### config.mk
export PLATFORM = sky130hd
export DESIGN_NAME = ptgr_ctrl
export DESIGN_NICKNAME = d
export VERILOG_FILES = /design/src/rtl/ptgr_pkg.sv /design/src/rtl/ptgr_ctrl.sv
export SDC_FILE = /design/constraint.sdc
export NUM_CORES = 1
export LEC_CHECK = 0
export BUFFER_PORTS_ARGS = -buffer_cell sky130_fd_sc_hd__buf_4
export CORE_AREA = 2 2 39 41
export DETAILED_ROUTE_END_ITERATION = 8
export DIE_AREA = 0 0 41 43
export GPL_TIMING_DRIVEN = 0
export PLACE_DENSITY = 0.52
export SYNTH_ARGS = -nofsm -noshare
export SYNTH_HDL_FRONTEND = slang
export SYNTH_SLANG_ARGS = --single-unit
### constraint.sdc
create_clock -name clk -period 2.4 [get_ports clk]
set_input_delay 0.48 -clock clk [delete_from_list [all_inputs] [get_ports clk]]
set_output_delay 0.48 -clock clk [all_outputs]
set_load 0.005 [all_outputs]
### src/rtl/ptgr_pkg.sv
package ptgr_pkg;

    localparam int GLYPH_SIZE   = 16;
    localparam int CHUNK_PIXELS = 8;
    localparam int BLANK_WIDTH  = 8;

    // one atlas word holds one glyph row: 16 bytes of one cell
    localparam int ATLAS_WORDS  = 4096;
    localparam int WORD_BITS    = GLYPH_SIZE * 8;
    localparam int GLYPHS       = 256;

    localparam logic [1:0] FUNC_WRITE  = 2'd0;
    localparam logic [1:0] FUNC_ORIGIN = 2'd1;
    localparam logic [1:0] FUNC_DRAW   = 2'd2;

    localparam logic [7:0] NEWLINE_CODE = 8'd10;

    localparam int         CFG_IDX_W      = 2;
    localparam logic [1:0] CFG_WIDTH_IDX  = 2'd0;
    localparam logic [1:0] CFG_HEIGHT_IDX = 2'd1;

    localparam logic [12:0] WIDTH_RESET  = 13'd640;
    localparam logic [12:0] HEIGHT_RESET = 13'd480;

    typedef struct packed {
        logic accept;       // input request taken this cycle
        logic scan_start;   // rebuild spacing tables
        logic draw_init;    // clear row/chunk counters, prefetch row 0
        logic newline;
        logic emit;         // load one chunk into the output register
        logic advance;      // move cursor past the glyph
    } ctl_cmd_t;

    typedef struct packed {
        logic req_draw;
        logic tables_ready;
        logic scan_done;
        logic is_newline;
        logic draw_stop;    // nothing (more) to emit for this glyph
        logic chunk_last;
        logic out_free;
    } dp_status_t;

endpackage

### src/rtl/ptgr_ctrl.sv
module ptgr_ctrl
(
    input  logic                 clk,
    input  logic                 rst_n,
    input  logic                 req_valid,
    output logic                 req_ready,
    input  ptgr_pkg::dp_status_t status,
    output ptgr_pkg::ctl_cmd_t   cmd
);

    typedef enum logic [3:0]
    {
        ST_IDLE   = 4'b0001,
        ST_SCAN   = 4'b0010,
        ST_LOOKUP = 4'b0100,
        ST_DRAW   = 4'b1000
    } state_t;

    state_t state_reg;
    state_t state_next;

    always_ff @(posedge clk or negedge rst_n)
    begin
        if (!rst_n)
        begin
            state_reg <= ST_IDLE;
        end
        else
        begin
            state_reg <= state_next;
        end
    end

    always_comb
    begin
        state_next = state_reg;
        cmd        = '0;
        req_ready  = 1'b0;
        case (state_reg)
            ST_IDLE:
            begin
                req_ready = 1'b1;
                if (req_valid)
                begin
                    cmd.accept = 1'b1;
                    if (status.req_draw)
                    begin
                        if (status.tables_ready)
                        begin
                            state_next = ST_LOOKUP;
                        end
                        else
                        begin
                            cmd.scan_start = 1'b1;
                            state_next     = ST_SCAN;
                        end
                    end
                end
            end
            ST_SCAN:
            begin
                if (status.scan_done)
                begin
                    state_next = ST_LOOKUP;
                end
            end
            ST_LOOKUP:
            begin
                cmd.draw_init = 1'b1;
                if (status.is_newline)
                begin
                    cmd.newline = 1'b1;
                    state_next  = ST_IDLE;
                end
                else
                begin
                    state_next = ST_DRAW;
                end
            end
            ST_DRAW:
            begin
                if (status.draw_stop)
                begin
                    cmd.advance = 1'b1;
                    state_next  = ST_IDLE;
                end
                else if (status.out_free)
                begin
                    cmd.emit = 1'b1;
                    if (status.chunk_last)
                    begin
                        cmd.advance = 1'b1;
                        state_next  = ST_IDLE;
                    end
                end
            end
            default:
            begin
                state_next = ST_IDLE;
            end
        endcase
    end

endmodule

==> results.ini <==
[routing]
routed_wl_um = 861
dr.max_layer_used = met3
drc = 0
dr.pass1.iters = 2
dr_wl_met3_um = 38
drtIter0Drc = 2
wl_per_cell_um = 11.8
wl_met2_um = 419
routed_via_density = 4.77
wl_met1_um = 404
drtAntennaViolNets = 0
vias = 348

[flow_run]
maxCapViolCount = 0

[grt]
track_usage = 0.120
antenna_found_initial = 0
grt_max_degree = 11
grt_overflow = 0
grt_pass1_vias = 336
grt_pass1_wl_um = 1390

[clock_tree]
cts_root_buf = clkbuf_4
clk_path_buf_depth = 2
htreeDepth = 1
cts_tree = yes
cts_setup_buffers = 0
clkSlewWorstSetupHoldPaths_ns = 0.04
cts.sinks = 4
cts.repair.resized = 0
insertion_delay_ns = 0.24
cts_buffers = 3
hold_buffers = 0

[sta]
hold_ws_ns = 0.0299
drv_slew = 0
worst_slew_pin_slew_ns = 0.428
setup_ws_ns = 0.271
setup_tns_ns = 0
final.min_clock_period_ns = 2.13
setup-violations-final = 0
grt_setup_unrepaired = false
hold_viol_final = 0
slew_headroom = 0.711
finalCritPeriodShare = 0.887
finalClockSkew_ns = 0.00178
max_clock_freq_mhz = 470

[placed_design]
io_buffers = 16
dpl_cell_area_um2 = 493
place_hpwl_um = 652
post-place-ws_ns = 0.505
gp_congestion = 0.782
dp_cells = 69

[die]
fp.coreArea_mm2 = 0.00138
ios = 17
row_count = 14
die_w_um = 41
start_util = 0.255
die_area_mm2 = 0.00176
die_h_um = 43

[synth]
synth_cells = 37
synth_cell_types = 26
synth_area_um2 = 353
synth_area_per_cell_um2 = 9.54
synth_seq_area_share = 0.287
synth_nets = 47
ys_ff_latch = 4
yosys_warnings = 0

[finish]
multiInputGateArea_um2 = 223
fill_cells = 153
fin_cells = 73
num_antenna_cells = 0
drive_gt1_frac = 0.474
final_cell_area_um2 = 519
regArea_um2 = 101
largest_register_ffs = 4
layout.nets = 68
area_growth_pct = 47.2

[setup_path]
critical_path_arrival_ns = 1.65
startpoint_type = register
crit_required_ns = 1.92
critPathCaptureType = primary output
path_class = reg -> out
critPathMaxFanout = 9

[run_status]
status = finished clean

[pwr]
p_leak_uw = 0.000237
power.density_mw_per_mm2 = 926
ir_worst_vdd_v = 0.000380

[hold_path]
hold_path_class = in -> async

-- through the flow --
step                utilization  total power, uW
finish                    0.375              481
global route              0.375              522
CTS                       0.375              491
detailed placement        0.356              392
global placement          0.356              396
floorplan                     -              302
-- routing by layer --
metal / track usage / up-vias
met2: 0.175 / 8
met1: 0.146 / 163
met3: 0.0628 / 0
li1: - / 177
met5: 0 / -
met4: 0.0400 / 0
-- critical path, stage by stage (launching register included) --
cell     delay [ns]
dfstp_2        0.50
buf_2          0.18
nor4b_4        0.29
and2_1         0.18
and3b_1        0.15
buf_4          0.10
-- cell usage in the layout, fill, tap and decap left out, types with 2 or more instances in the layout --
cell / netlist / layout
nor2_1: 2 / 2
o21a_1: 2 / 2
inv_1: 2 / 2
buf_4: 0 / 16
and2_1: 2 / 2
clkbuf_4: 0 / 3
o21ai_1: 2 / 2
dfrtp_1: 3 / 3
nor4b_1: 2 / 2
a22o_1: 2 / 2
nand2_1: 3 / 3
-- layout make-up --
type | count | area share
multi-input combinational | 28 | 0.429
sequential | 4 | 0.195
timing repair buffer | 16 | 0.231
tap | 16 | 0.0386
inverter | 2 | 0.0145
buffer | 3 | 0.0410
clock buffer | 4 | 0.0506
-- logic make-up (layout without fill, tap and decap cells) --
family | after synthesis | after routing | synth area share
buffers and inverters | 5 | 25 | 0.0815
DFF | 4 | 4 | 0.287
and+or+nand+nor | 19 | 19 | 0.429
AOI/OAI and AO/OA | 9 | 9 | 0.202
-- synth_stat cells, drive strengths merged --
library cell / n / share of area
or4b: 1 / 0.039
or3b: 1 / 0.025
nand2b: 1 / 0.018
nor4b: 3 / 0.12
a22o: 2 / 0.050
and3b: 1 / 0.025
o21ai: 2 / 0.028
clkbuf: 1 / 0.014
a2111oi: 1 / 0.025
a21oi: 1 / 0.014
a311oi: 1 / 0.043
nand3b: 1 / 0.021
inv: 2 / 0.021
o21a: 2 / 0.043
dfstp: 1 / 0.074
nand2: 3 / 0.032
buf: 2 / 0.046
or2b: 1 / 0.021
and2: 2 / 0.035
nor3b: 2 / 0.057
nor2: 2 / 0.021
nor4: 1 / 0.018
dfrtp: 3 / 0.21
-- power breakdown --
group	switching, uW	internal [uW]
registers	15.6	95.3
logic	126	151
clock network	30.3	62.6
-- final timing paths --
| kind | start | end | slack, ns | cells past startpoint |
|---|---|---|---|---|
| worst max-delay path | state_reg[0] | cmd[4] | 0.27 | 5 |
| max in group asynchronous | rst_n | state_reg[0] | 2.18 | 1 |
| worst min-delay path | rst_n | state_reg[1] | 0.03 | 1 |
| worst max register to register | state_reg[1] | state_reg[0] | 1.02 | 4 |
| worst min register to register | state_reg[1] | state_reg[0] | 0.60 | 3 |
| min in group clk | status[3] | state_reg[3] | 0.43 | 2 |
(Power assumes the default switching activity.)
